`src/rtl/tcc_pkg.sv`:
```
// Shared types, constants and register codes of the text console cursor and scroll engine.
package tcc_pkg;

   localparam int WORD_W   = 14;
   localparam int REGION_W = 15;
   localparam int CHAR_W   = 8;
   localparam int SUM_W    = 16;

   localparam int unsigned SCREEN_COLS  = 80;
   localparam int unsigned SCREEN_CELLS = 80 * 25;

   localparam int unsigned DIV_SHIFT = WORD_W + 8;
   localparam int unsigned DIV_RECIP = ((1 << DIV_SHIFT) + SCREEN_COLS - 1) / SCREEN_COLS;
   localparam int RECIP_W = DIV_SHIFT + 1;
   localparam int PROD_W  = WORD_W + RECIP_W;

   localparam logic [CHAR_W-1:0] CH_NEWLINE   = 8'd10;
   localparam logic [CHAR_W-1:0] CH_BACKSPACE = 8'd8;
   localparam logic [CHAR_W-1:0] CH_BLANK     = 8'd32;

   localparam logic [WORD_W-1:0]   RESET_CONSOLE_BASE = '0;
   localparam logic [REGION_W-1:0] RESET_REGION_WORDS = 15'd16000;
   localparam logic [CHAR_W-1:0]   RESET_CHAR_ATTR    = 8'd7;

   typedef enum logic {
      CMD_PUT   = 1'b0,
      CMD_PLACE = 1'b1
   } cmd_type;

   typedef enum logic [1:0] {
      CSR_CONSOLE_BASE = 2'd0,
      CSR_REGION_WORDS = 2'd1,
      CSR_CHAR_ATTR    = 2'd2
   } csr_index_type;

   typedef logic [WORD_W-1:0] word_type;

   typedef struct packed {
      word_type              console_base;
      logic [REGION_W-1:0]   region_words;
      logic [CHAR_W-1:0]     char_attr;
   } cfg_type;

   typedef struct packed {
      logic                  cmd;
      logic [CHAR_W-1:0]     char_code;
      word_type              place_position;
   } req_type;

   typedef struct packed {
      logic                  write_valid;
      word_type              write_addr;
      logic [CHAR_W-1:0]     write_char;
      logic [CHAR_W-1:0]     write_attr;
      word_type              cursor_pos;
      word_type              display_start;
   } rsp_type;

endpackage

```
`src/rtl/tcc_req_if.sv`:
```
// Request and result channel interfaces of the text console engine.
interface tcc_req_if;
   import tcc_pkg::*;

   logic                 valid;
   logic                 ready;
   logic                 cmd;
   logic [CHAR_W-1:0]    char_code;
   word_type             place_position;

   modport source (output valid, output cmd, output char_code, output place_position,
                   input ready);
   modport sink   (input valid, input cmd, input char_code, input place_position,
                   output ready);
endinterface

interface tcc_rsp_if;
   import tcc_pkg::*;

   logic                 valid;
   logic                 ready;
   logic                 write_valid;
   word_type             write_addr;
   logic [CHAR_W-1:0]    write_char;
   logic [CHAR_W-1:0]    write_attr;
   word_type             cursor_pos;
   word_type             display_start;

   modport source (output valid, output write_valid, output write_addr, output write_char,
                   output write_attr, output cursor_pos, output display_start,
                   input ready);
   modport sink   (input valid, input write_valid, input write_addr, input write_char,
                   input write_attr, input cursor_pos, input display_start,
                   output ready);
endinterface

```
`src/rtl/tcc_step.sv`:
```
// Next cursor, display start and cell write for one console item.
module tcc_step (
   input  tcc_pkg::cfg_type  cfg,
   input  tcc_pkg::req_type  item,
   input  tcc_pkg::word_type cursor,
   input  tcc_pkg::word_type start,
   output tcc_pkg::rsp_type  rsp
);
   import tcc_pkg::*;

   localparam logic [SUM_W-1:0] COLS_S     = SUM_W'(SCREEN_COLS);
   localparam logic [SUM_W-1:0] CELLS_S    = SUM_W'(SCREEN_CELLS);
   localparam logic [SUM_W-1:0] LAST_ROW_S = SUM_W'(SCREEN_CELLS - SCREEN_COLS);
   localparam logic [SUM_W-1:0] UP_LIM_S   = SUM_W'(SCREEN_CELLS + SCREEN_COLS);
   localparam logic [RECIP_W-1:0] RECIP    = RECIP_W'(DIV_RECIP);

   logic [SUM_W-1:0]  base_s;
   logic [SUM_W-1:0]  cur_s;
   logic [SUM_W-1:0]  start_s;
   logic [SUM_W-1:0]  top_s;
   word_type          offset;
   logic [PROD_W-1:0] prod;
   word_type          row;
   logic [SUM_W-1:0]  nl_sum;
   word_type          nl_cursor;
   word_type          bs_cursor;
   word_type          up_start;
   word_type          down_start;
   logic [SUM_W-1:0]  ns_s;

   always_comb begin
      base_s  = SUM_W'(cfg.console_base);
      cur_s   = SUM_W'(cursor);
      start_s = SUM_W'(start);
      top_s   = base_s + SUM_W'(cfg.region_words);

      offset    = (cursor >= cfg.console_base) ? cursor - cfg.console_base : '0;
      prod      = PROD_W'(offset) * PROD_W'(RECIP);
      row       = WORD_W'(prod >> DIV_SHIFT);
      nl_sum    = base_s + COLS_S * (SUM_W'(row) + SUM_W'(1));
      nl_cursor = nl_sum[WORD_W-1:0];
      bs_cursor = cursor - WORD_W'(1);

      ns_s = top_s - CELLS_S;
      if (start_s + UP_LIM_S < top_s) begin
         up_start = start + WORD_W'(SCREEN_COLS);
      end else if (SUM_W'(cfg.region_words) < CELLS_S) begin
         up_start = cfg.console_base;
      end else begin
         up_start = ns_s[WORD_W-1:0];
      end

      if (start_s < base_s + COLS_S) begin
         down_start = cfg.console_base;
      end else begin
         down_start = start - WORD_W'(SCREEN_COLS);
      end

      rsp.write_valid   = 1'b0;
      rsp.write_addr    = '0;
      rsp.write_char    = '0;
      rsp.write_attr    = '0;
      rsp.cursor_pos    = cursor;
      rsp.display_start = start;

      if (item.cmd == CMD_PLACE) begin
         rsp.cursor_pos    = item.place_position;
         rsp.display_start = cfg.console_base;
      end else if (item.char_code == CH_NEWLINE) begin
         if (cur_s + COLS_S < top_s) begin
            rsp.cursor_pos = nl_cursor;
            if (SUM_W'(nl_cursor) == start_s + LAST_ROW_S) begin
               rsp.display_start = up_start;
            end
         end
      end else if (item.char_code == CH_BACKSPACE) begin
         if (cursor > cfg.console_base) begin
            rsp.cursor_pos  = bs_cursor;
            rsp.write_valid = 1'b1;
            rsp.write_addr  = bs_cursor;
            rsp.write_char  = CH_BLANK;
            rsp.write_attr  = cfg.char_attr;
            if (bs_cursor == start) begin
               rsp.display_start = down_start;
            end
         end
      end else begin
         if (cur_s + SUM_W'(1) < top_s) begin
            if (cur_s == start_s + LAST_ROW_S) begin
               rsp.display_start = up_start;
            end
            rsp.write_valid = 1'b1;
            rsp.write_addr  = cursor;
            rsp.write_char  = item.char_code;
            rsp.write_attr  = cfg.char_attr;
            rsp.cursor_pos  = cursor + WORD_W'(1);
         end
      end
   end

endmodule

```
`src/rtl/text_console_cursor_scroll.sv`:
```
// Top level of the text console cursor and scroll engine.
// Takes one item per cycle unless the result side stalls: a character to put (newline,
// backspace or printable) or a cursor placement. Each item gives exactly one result, via
// the input register and then the result register: an optional video cell write plus
// the new cursor position and display start. The cursor and start update as the item
// moves from the input register to the result register, so items follow each other in
// consecutive cycles with no gap; a stalled result holds the input side only once both
// registers are full. Write csr registers only while no item is in flight.
module text_console_cursor_scroll (
   input  logic                           clock,
   input  logic                           reset,
   tcc_req_if.sink                        req_chan,
   tcc_rsp_if.source                      rsp_chan,
   input  logic                           csr_we,
   input  logic [1:0]                     csr_index,
   input  logic [tcc_pkg::REGION_W-1:0]   csr_wdata
);
   import tcc_pkg::*;

   cfg_type  cfg_ff,       cfg_in;
   logic     in_valid_ff,  in_valid_in;
   req_type  in_item_ff,   in_item_in;
   logic     out_valid_ff, out_valid_in;
   rsp_type  out_ff,       out_in;
   word_type cursor_ff,    cursor_in;
   word_type start_ff,     start_in;
   rsp_type  step_rsp;
   logic     advance;
   logic     take;

   tcc_step u_step (
      .cfg    (cfg_ff),
      .item   (in_item_ff),
      .cursor (cursor_ff),
      .start  (start_ff),
      .rsp    (step_rsp)
   );

   assign advance        = in_valid_ff && (!out_valid_ff || rsp_chan.ready);
   assign req_chan.ready = !in_valid_ff || advance;
   assign take           = req_chan.valid && req_chan.ready;

   assign rsp_chan.valid         = out_valid_ff;
   assign rsp_chan.write_valid   = out_ff.write_valid;
   assign rsp_chan.write_addr    = out_ff.write_addr;
   assign rsp_chan.write_char    = out_ff.write_char;
   assign rsp_chan.write_attr    = out_ff.write_attr;
   assign rsp_chan.cursor_pos    = out_ff.cursor_pos;
   assign rsp_chan.display_start = out_ff.display_start;

   always_comb begin
      cfg_in = cfg_ff;
      if (csr_we) begin
         case (csr_index)
            CSR_CONSOLE_BASE: cfg_in.console_base = csr_wdata[WORD_W-1:0];
            CSR_REGION_WORDS: cfg_in.region_words = csr_wdata;
            CSR_CHAR_ATTR:    cfg_in.char_attr    = csr_wdata[CHAR_W-1:0];
            default:          cfg_in = cfg_ff;
         endcase
      end

      in_valid_in = take ? 1'b1 : (advance ? 1'b0 : in_valid_ff);
      in_item_in  = in_item_ff;
      if (take) begin
         in_item_in.cmd            = req_chan.cmd;
         in_item_in.char_code      = req_chan.char_code;
         in_item_in.place_position = req_chan.place_position;
      end

      out_valid_in = advance ? 1'b1 : (rsp_chan.ready ? 1'b0 : out_valid_ff);
      out_in       = advance ? step_rsp : out_ff;
      cursor_in    = advance ? step_rsp.cursor_pos : cursor_ff;
      start_in     = advance ? step_rsp.display_start : start_ff;
   end

   always_ff @(posedge clock) begin
      if (reset) begin
         cfg_ff.console_base <= RESET_CONSOLE_BASE;
         cfg_ff.region_words <= RESET_REGION_WORDS;
         cfg_ff.char_attr    <= RESET_CHAR_ATTR;
         in_valid_ff         <= 1'b0;
         out_valid_ff        <= 1'b0;
         cursor_ff           <= '0;
         start_ff            <= '0;
      end else begin
         cfg_ff       <= cfg_in;
         in_valid_ff  <= in_valid_in;
         out_valid_ff <= out_valid_in;
         cursor_ff    <= cursor_in;
         start_ff     <= start_in;
      end
   end

   always_ff @(posedge clock) begin
      in_item_ff <= in_item_in;
      out_ff     <= out_in;
   end

endmodule
```
`src/flat_wrapper.sv`:
```
// flat-port wrapper written by rule: the top's interface ports become plain ports
module text_console_cursor_scroll_flat import tcc_pkg::*;
  (clock, reset, csr_we, csr_index, csr_wdata, req_chan_valid, req_chan_cmd, req_chan_char_code, req_chan_place_position, req_chan_ready, rsp_chan_valid, rsp_chan_write_valid, rsp_chan_write_addr, rsp_chan_write_char, rsp_chan_write_attr, rsp_chan_cursor_pos, rsp_chan_display_start, rsp_chan_ready);
  tcc_req_if req_chan_i ();
  tcc_rsp_if rsp_chan_i ();
  input  logic clock;
  input  logic reset;
  input  logic csr_we;
  input  logic [1:0] csr_index;
  input  logic [tcc_pkg::REGION_W-1:0] csr_wdata;
  input wire logic [$bits(req_chan_i.valid)-1:0] req_chan_valid;
  input wire logic [$bits(req_chan_i.cmd)-1:0] req_chan_cmd;
  input wire logic [$bits(req_chan_i.char_code)-1:0] req_chan_char_code;
  input wire logic [$bits(req_chan_i.place_position)-1:0] req_chan_place_position;
  output wire logic [$bits(req_chan_i.ready)-1:0] req_chan_ready;
  output wire logic [$bits(rsp_chan_i.valid)-1:0] rsp_chan_valid;
  output wire logic [$bits(rsp_chan_i.write_valid)-1:0] rsp_chan_write_valid;
  output wire logic [$bits(rsp_chan_i.write_addr)-1:0] rsp_chan_write_addr;
  output wire logic [$bits(rsp_chan_i.write_char)-1:0] rsp_chan_write_char;
  output wire logic [$bits(rsp_chan_i.write_attr)-1:0] rsp_chan_write_attr;
  output wire logic [$bits(rsp_chan_i.cursor_pos)-1:0] rsp_chan_cursor_pos;
  output wire logic [$bits(rsp_chan_i.display_start)-1:0] rsp_chan_display_start;
  input wire logic [$bits(rsp_chan_i.ready)-1:0] rsp_chan_ready;
  assign req_chan_i.valid = req_chan_valid;
  assign req_chan_i.cmd = req_chan_cmd;
  assign req_chan_i.char_code = req_chan_char_code;
  assign req_chan_i.place_position = req_chan_place_position;
  assign req_chan_ready = req_chan_i.ready;
  assign rsp_chan_valid = rsp_chan_i.valid;
  assign rsp_chan_write_valid = rsp_chan_i.write_valid;
  assign rsp_chan_write_addr = rsp_chan_i.write_addr;
  assign rsp_chan_write_char = rsp_chan_i.write_char;
  assign rsp_chan_write_attr = rsp_chan_i.write_attr;
  assign rsp_chan_cursor_pos = rsp_chan_i.cursor_pos;
  assign rsp_chan_display_start = rsp_chan_i.display_start;
  assign rsp_chan_i.ready = rsp_chan_ready;
  text_console_cursor_scroll u_core (.clock(clock), .reset(reset), .req_chan(req_chan_i), .rsp_chan(rsp_chan_i), .csr_we(csr_we), .csr_index(csr_index), .csr_wdata(csr_wdata));
endmodule
```
`config.mk`:
```
export PLATFORM = sky130hd
export DESIGN_NAME = text_console_cursor_scroll_flat
export DESIGN_NICKNAME = d
export VERILOG_FILES = /design/src/rtl/tcc_pkg.sv /design/src/rtl/tcc_req_if.sv /design/src/rtl/tcc_step.sv /design/src/rtl/text_console_cursor_scroll.sv /design/src/flat_wrapper.sv
export SDC_FILE = /design/constraint.sdc
export NUM_CORES = 1
export LEC_CHECK = 0
export ABC_AREA = 1
export BUFFER_PORTS_ARGS = -buffer_cell sky130_fd_sc_hd__buf_2
export CAP_MARGIN = 20
export CORE_MARGIN = 4
export CORE_UTILIZATION = 55
export DETAILED_ROUTE_END_ITERATION = 10
export GPL_TIMING_DRIVEN = 1
export MAX_ROUTING_LAYER = met4
export PLACE_DENSITY_LB_ADDON = 0.08
export SETUP_SLACK_MARGIN = 0.1
export SKIP_LAST_GASP = 1
export SYNTH_ARGS = -nofsm -noshare
export SYNTH_HDL_FRONTEND = slang
export SYNTH_HIERARCHICAL = 1
export SYNTH_SLANG_ARGS = --single-unit
```
`constraint.sdc`:
```
create_clock -name clock -period 16.9 [get_ports clock]
set_input_delay 1.69 -clock clock [delete_from_list [all_inputs] [get_ports clock]]
set_output_delay 1.69 -clock clock [all_outputs]
set_load 0.02 [all_outputs]
```
# Word-level counts from Yosys, hierarchy flattened
# Cells that the tools add are included.
# Widths: inputs -> output; s select.
dict set report op_classes {
  add_sub_neg 14
  multipliers 2
  magnitude_cmp 7
  eq_ne 7
  n_mux 17
  reduce_logical 13
}
# operator n
set op_table {}
lappend op_table {{$mux 59} 3}
lappend op_table {{$mux 14} 7}
lappend op_table {{$mux 28} 3}
lappend op_table {{$lt 15x16->1} 3}
lappend op_table {{$add 14x7->15 const B} 2}
lappend op_table {{$mul 14x16->30 const B} 1}
lappend op_table {{$add 14x15->16} 1}
lappend op_table {{$eq 14x16->1} 1}
lappend op_table {{$eq 8x4->1 const B} 2}
lappend op_table {{$add 14x1->15 const B} 1}
lappend op_table {{$add 14x11->15 const B} 1}
lappend op_table {{$add 14x12->15 const B} 1}
lappend op_table {{$eq 14x15->1} 1}
lappend op_table {{$lt 14x15->1} 1}
lappend op_table {{$lt 15x11->1 const B} 1}
lappend op_table {{$add 14x1->14 const B} 1}
lappend op_table {{$add 14x14->14} 1}
lappend op_table {{$add 14x7->14 const B} 1}
lappend op_table {{$eq 14x14->1} 1}
lappend op_table {{$ge 14x14->1} 1}
lappend op_table {{$gt 14x14->1} 1}
lappend op_table {{$sub 14x1->14 const B} 1}
lappend op_table {{$sub 14x11->14 const B} 1}
lappend op_table {{$sub 14x14->14} 1}
lappend op_table {{13 further kinds} 22}
dict set report totals {
  reg_bits 149
  inputBits 45
  out_inout_bits 61
  word_cells 76
}

# Longest topological paths before layout
# Gate-level depths: netlist of run 1.
dict set report logic_depth {
  ltp_word 11
  mapped_depth 78
  depth_no_buf 78
}

# By module
# The synthesis of run 1 kept the hierarchy.
# module n_inst cells_per_inst area_per_inst_um2 seq_area_each_um2
set by_module_without_submodules {}
lappend by_module_without_submodules {tcc_step 1 1880 11837.6 0.0}
lappend by_module_without_submodules {text_console_cursor_scroll 1 503 5378.9 3803.6}

# Least setup slack after synthesis of run 1
# OpenSTA, ideal clock, no wires.
dict set report synth_timing {
  path_type {flip-flop to flip-flop}
  startpoint {reg u_core/cfg_ff[24] (netlist bit)}
  endpoint {reg u_core.start_ff[4]}
  setup_ns 0.115
  arrival_time_ns 10.768
  t_required_ns 16.785
  slack_ns 6.017
  stages_incl_launch_ff 71
  path_buffers 1
  period_less_slack_ns 10.883
  cell_sequence {dfxtp_1 > inv_1 > ha_1 > nand2_1 > nor2_1 > a211oi_1 > nor2_1 > nor2_1 > o21ai_0 > inv_1 > nor2_1 > nor2_1 > inv_1 > a21oi_1 > nor2_1 > o21ai_0 > nand2_1 > nand2_1 > [35 not listed] > nand2_1 > nor3_1 > nand3_1 > o2111ai_1 > xor2_1 > xor2_1 > inv_1 > nand3_1 > nand3_2 > nand3_4 > buf_6 > nand2_1 > o211ai_1 > nand3_1 > inv_1 > nand3_1 > nand2_1 > nor2_1}
}
# element line
set synth_lines {}
lappend synth_lines {{from (decl)} text_console_cursor_scroll.sv:20} ;# cfg_type cfg_ff, cfg_in;
lappend synth_lines {{from (signal assigned)} text_console_cursor_scroll.sv:86} ;# cfg_ff <= cfg_in;
lappend synth_lines {{to (signal assigned)} text_console_cursor_scroll.sv:90} ;# start_ff <= start_in;
lappend synth_lines {{to (decl)} text_console_cursor_scroll.sv:26} ;# word_type start_ff, start_in;

==> run_results.csv, run 1 <==
group,metric,value,unit
outcome,status,"complete, no violations",
sta,holdWs,0.460,ns
global_route,grt_util_all_layers,33.5,%
placed_design,dpl.hpwl,44300,um
drt,drc,0,
die,core,30700,um^2
synth,synth.distinct_cells,57,
sta,slew_violations,0,
setup_path,crit_required,17.24,ns
sta,layout_worst_path_cycle_share,74.8,%
synth,synthTopCellsByArea,"ha_1 16%, edfxtp_1 14%, nand2_1 9.8%",
sta,setup_viol,0,
drt,drt_wl_total,55900,um
drt,drt_iter0_markers,1606,
global_route,antenna_found_initial,1,
setup_path,crit_start,"u_core/cfg_ff[24]$_SDFFE_PP0P_",
setup_path,slowest_stage,"dfxtp_1",
cells_and_area,postLayoutCellArea,18600,um^2
synth,syn_area_per_cell,7.22,um^2
clock_tree,cts_buffer_depth,2,
clock_tree,cts_sinks,149,
synth,synthCells,2383,
worst_hold_path,hp-class,"flip-flop to flip-flop",
die,dieArea,34200,um^2
setup_path,start_kind,"flip-flop",
drt,drt-met1-wl,24700,um
synth,synth_fa_ha_area_share,23.0,%
drt,vias,16700,
cells_and_area,areaGrowthSynthToFinish,7.94,%
synth,synthDominantCellAreaShare,16.2,%
drt,avgRoutedWirePerCell,19.6,um
synth,synth-async-reset-ratio,0,%
synth,synthSimpleGateAreaFrac,25.1,%
clock_tree,htreeDepth,4,
sta,hold_viol,0,
placed_design,port_buffers,105,
setup_path,r2r_start,"u_core/cfg_ff[24]$_SDFFE_PP0P_",
synth,synth-xor-area-share,5.19,%
placed_design,placed_cell_area,18000,um^2
setup_path,cp-end-kind,"flip-flop",
synth,syn_area,17200,um^2
synth,muxShareOfSynthArea,0,%
sta,clock_skew,0.0160,ns
die,die_h,185,um
sta,fmaxAchievable,0.0791,GHz
global_route,grt_pass1_vias,15900,
drt,dr.pass1.iters,7,
setup_path,reg2reg_slack,4.25,ns
synth,synthesis.nets,2709,
setup_path,slowest_delay,0.63,ns
cells_and_area,antennaDiodeCount,0,
clock_tree,cts_tree,"done",
cells_and_area,multi_input_area,11600,um^2
clock_tree,clkTransAtPathRegs,0.06,ns
drt,dr_wl_met3,4530,um
setup_path,crit_type,"flip-flop to flip-flop",
clock_tree,cts_hold_buf,0,
sta,rsz0062_at_grt,"false",
synth,yosysTopAreaCell,"ha_1",
clock_tree,root_buffer,"clkbuf_16",
drt,vias_per_cell,5.87,
synth,ys_seq_elements,149,
cells_and_area,fill_cells,2904,
synth,synth_compound_area_share,14.2,%
die,die_x,185,um
synth,ys_seq_area_share,22.1,%
clock_tree,cts-buffers-inserted,17,
global_route,overflow,0,
synth,synth-edff-count,82,
sta,fin_crit,12.65,ns
placed_design,gp_congestion,1.04,
die,start_util,56.0,%
run,drv_cap,0,
die,ioPinCount,106,
setup_path,worstPathArrival,12.99,ns
global_route,grt_start_max_net_pins,66,
sta,worst-slew-pin-transition,1.16,ns
synth,yosysWarningCount,6,
worst_hold_path,hp-start,"u_core/cfg_ff[2]$_SDFFE_PP1P_",
clock_tree,cts_resized,0,
synth,synth_top_family_by_area,"simple AND/OR/NAND/NOR gates",
synth,synth-main-ff-cell,"edfxtp_1",
sta,tns,0,ns
drt,met2_length,24200,um
sta,max_slew_margin,22.7,%
die,row_count,64,
clock_tree,clock_latency,0.45,ns
cells_and_area,drive_above_1_share,9.77,%
cells_and_area,layout.nets,2769,
drt,top_layer_used,"met4",
cells_and_area,seq_area,3800,um^2
setup_path,path_max_fanout,8,
global_route,grt_pass1_wl,86800,um
drt,ant_nets,0,
clock_tree,post-cts-setup-buffer-count,0,
## per-stage QoR
stage	std cells	utilization (%)	setup slack [ns]
5_1_grt	2852	60.4	2.92
3_3_place_gp	2818	58.4	4.72
6_report	2852	60.4	4.25
3_5_place_dp	2818	58.4	4.40
2_1_floorplan	2383	-	6.02
4_1_cts	2850	60.3	4.39
## layout make-up
cell class,instances,area share [%]
Multi-Input combinational cell,1782,62.6
Sequential cell,149,20.5
Inverter,371,7.49
Timing Repair Buffer,122,3.73
Tap cell,396,2.67
Clock buffer,22,2.53
Clock inverter,10,0.492
## critical path, delay by kind of cell (launching register included)
kind	cells	cell delay (ns)
adders and majority gates	12	4.78
and+or+nand+nor	30	2.85
AOI/OAI and AO/OA	12	2.47
buffers and inverters	12	0.91
xor gates and xnor gates	4	0.85
DFF	1	0.63
## sequential cells by signal, indices dropped and copies added (netlist names), 14 cells and up
| signal | count |
|---|---|
| u_core/in_item_ff | 23 |
| u_core/rsp_chan.write_addr | 14 |
| u_core/start_ff | 14 |
| u_core/rsp_chan.display_start | 14 |
| u_core/rsp_chan.cursor_pos | 14 |
| u_core/cursor_ff | 14 |
| u_core/cfg_ff | 37 |
## worst paths after layout
check | to | cells past startpoint
setup / recovery | u_core/start_ff[11]$_SDFFE_PP0P_ | 70
hold / removal | u_core/cfg_ff[2]$_SDFFE_PP1P_ | 2
setup reg to reg | u_core/start_ff[11]$_SDFFE_PP0P_ | 70
hold reg to reg | u_core/cfg_ff[2]$_SDFFE_PP1P_ | 2
## layout by cell type (no fill, tap or decap), types with 77 or more instances in the layout
| cell type | instances |
|---|---|
| a21oi_1 | 178 |
| buf_2 | 105 |
| nand2_1 | 449 |
| nor2_1 | 233 |
| edfxtp_1 | 82 |
| nand3_1 | 138 |
| ha_1 | 223 |
| inv_1 | 349 |
| xor2_1 | 77 |
| o21ai_0 | 112 |
## kinds of logic (layout without fill, tap and decap cells)
kind of cell,after synthesis,in the layout
flops,149,149
fa+ha+maj,281,281
compound gates,426,426
buf+inv,452,525
xor+xnor,102,102
simple gates,973,973
## metal layers
layer  GRT usage (%)  up-vias
met2            50.0      758
li1                -     8030
met1            45.5     7794
met5               -        -
met4            14.3        0
met3            4.91      161
## Yosys cell counts (5+ instances only)
master	instances
nand2_1	450
inv_1	350
nor2_1	233
ha_1	223
a21oi_1	179
nand3_1	138
o21ai_0	112
edfxtp_1	82
xor2_1	77
dfxtp_1	67
fa_1	58
o211ai_1	36
clkbuf_1	35
nor3_1	34
nand4_1	31
buf_2	27
xnor2_1	25
nand2_2	20
a211oi_1	18
a31oi_1	18
nor4_1	15
inv_2	13
o22ai_1	13
o21a_1	10
or2_2	10
nand3_2	9
clkinv_1	8
buf_6	7
nand3b_1	7
a21o_1	6
buf_1	6
nor2_2	6
o2111ai_1	6
buf_4	5
nor2_4	5
Power of run 1 is left out: the tool's default activity adds up to more than one toggle a clock period on the data nets, which glitch-free logic cannot reach.
==> run 2: changes to the inputs <==
==> constraint.sdc (replaced) <==
create_clock -name clock -period 10.9 [get_ports clock]
set_input_delay 1.09 -clock clock [delete_from_list [all_inputs] [get_ports clock]]
set_output_delay 1.09 -clock clock [all_outputs]
set_load 0.02 [all_outputs]
==> run_results.csv, run 2 (synthesis gave the netlist of run 1 again) <==
group,metric,value,unit
die,row_count,64,
global_route,overflow,0,
clock_tree,clkTransAtPathRegs,0.07,ns
clock_tree,clock_latency,0.46,ns
sta,max_slew_margin,24.5,%
clock_tree,htreeDepth,4,
setup_path,path_buf_inv,20,
setup_path,path_max_fanout,7,
run,drv_cap,0,
clock_tree,cts_sinks,149,
setup_path,crit_required,11.29,ns
drt,avgRoutedWirePerCell,19.9,um
cells_and_area,areaGrowthSynthToFinish,20.6,%
cells_and_area,reg_top3,"u_core/cfg_ff: 37 flops, u_core/in_item_ff: 23 flops",
drt,drc,0,
setup_path,crit_type,"flip-flop to flip-flop",
global_route,grt_pass1_wl,92100,um
sta,fin_crit,11.02,ns
clock_tree,root_buffer,"clkbuf_16",
die,ioPinCount,106,
cells_and_area,final_common_cell,"nand2_1",
cells_and_area,antennaDiodeCount,0,
placed_design,gp_congestion,1.07,
sta,worst-slew-pin-transition,1.13,ns
clock_tree,cts-buffers-inserted,17,
placed_design,dpl.hpwl,47100,um
drt,dr.pass1.iters,6,
sta,rsz0062_at_grt,"true",
drt,vias_per_cell,5.86,
setup_path,slowest_stage,"fa_1",
cells_and_area,final_cell_mix,"434 x nand2_1, 330 x inv_1, 230 x nor2_1",
worst_hold_path,hp-class,"flip-flop to flip-flop",
drt,ant_nets,0,
die,dieArea,34200,um^2
sta,hold_viol,0,
cells_and_area,layout.nets,2977,
setup_path,slowest_delay,0.52,ns
drt,vias,17900,
placed_design,placed_cell_area,19300,um^2
cells_and_area,postLayoutCellArea,20800,um^2
clock_tree,cts_tree,"done",
sta,layout_worst_path_cycle_share,101,%
global_route,grt_util_all_layers,35.6,%
setup_path,path_delay_family,"adder cells",
die,core,30700,um^2
sta,slew_violations,0,
setup_path,crit_start,"u_core/cfg_ff[25]$_SDFFE_PP0P_",
placed_design,port_buffers,105,
worst_hold_path,hp-start,"u_core/cfg_ff[2]$_SDFFE_PP1P_",
die,die_x,185,um
sta,setup_viol,6,
setup_path,worstPathArrival,11.40,ns
cells_and_area,drive_above_1_share,20.6,%
setup_path,start_kind,"flip-flop",
cells_and_area,largest_register_ffs,37,
global_route,grt_start_max_net_pins,66,
setup_path,cp-end-kind,"flip-flop",
drt,drt_wl_total,60900,um
sta,finalWorstSetupSlack,-0.116,ns
outcome,violations,"negative setup slack",
global_route,grt_pass1_vias,16700,
cells_and_area,largest_register,"u_core/cfg_ff",
setup_path,r2r_start,"u_core/cfg_ff[25]$_SDFFE_PP0P_",
die,die_h,185,um
clock_tree,cts_buffer_depth,2,
sta,tns,-0.308,ns
sta,clock_skew,0.0187,ns
global_route,antenna_found_initial,1,
outcome,status,"finished with violations",
die,start_util,56.0,%
drt,drt_iter0_markers,1882,
sta,fmaxAchievable,0.0908,GHz
run 2: cell count changes in the layout (fill, tap and decap cells not counted), sizes merged:
cell      previous run  this run
buf                122       329
inv                369       366
clkbuf              22        23
clkinv              11        12
clkinvlp             0         1
nand3              150       151
run 2: final cells by class:
cell class | count | area [um^2]
Clock inverter | 9 | 85.1
Inverter | 371 | 1400
Tap cell | 396 | 495
Timing Repair Buffer | 329 | 2270
Multi-Input combinational cell | 1783 | 12200
Fill cell | 2667 | 9990
Sequential cell | 149 | 3810
Clock buffer | 23 | 522
run 2: worst reg2reg max path: cells and delay by family (launching register included):
family	cells	cell delay, ns
buf+inv	20	1.78
fa+ha+maj	12	4.38
xor+xnor	3	0.38
simple gates	32	2.83
compound gates	9	1.19
flops	1	0.34
run 2: worst paths after layout:
check,endpoint,slack [ns],depth (start not counted)
worst min register to register,u_core/cfg_ff[2]$_SDFFE_PP1P_,0.47,2
worst max-delay path,u_core/start_ff[1]$_SDFFE_PP0P_,-0.12,76
worst max register to register,u_core/start_ff[1]$_SDFFE_PP0P_,-0.12,76
worst min-delay path,u_core/cfg_ff[2]$_SDFFE_PP1P_,0.47,2
run 2: repair_timing:
action                                  CTS  global route
buffers inserted                         20            15
gates resized for setup                  92            42
gates cloned                              1             0
endpoints found under the setup margin   35            36
hold buffers                              0             0
pin swaps                                78            71
hold endpoints to repair                  0             0
run 2: per-layer routing:
layer	part of all wire [%]	up-vias	wire length (um)	global-route usage, %
li1	-	8458	-	-
met1	42	8410	25400	46.7
met2	44	886	27100	54.6
met3	9.1	177	5540	6.46
met4	4.8	0	2900	14.8
met5	0	-	0	-
run 2: stage by stage:
stage,utilization (%),cells,hold WS [ns],setup slack (ns)
finish,67.5,3060,0.466,-0.116
global route,67.5,3060,0.501,-0.807
CTS,66.5,3044,0.468,-0.00985
detailed placement,62.7,2991,0.451,-0.763
global placement,62.7,2991,0.447,-0.428
floorplan,-,2383,0.429,0.114
Power of run 2 is left out for the same reason.
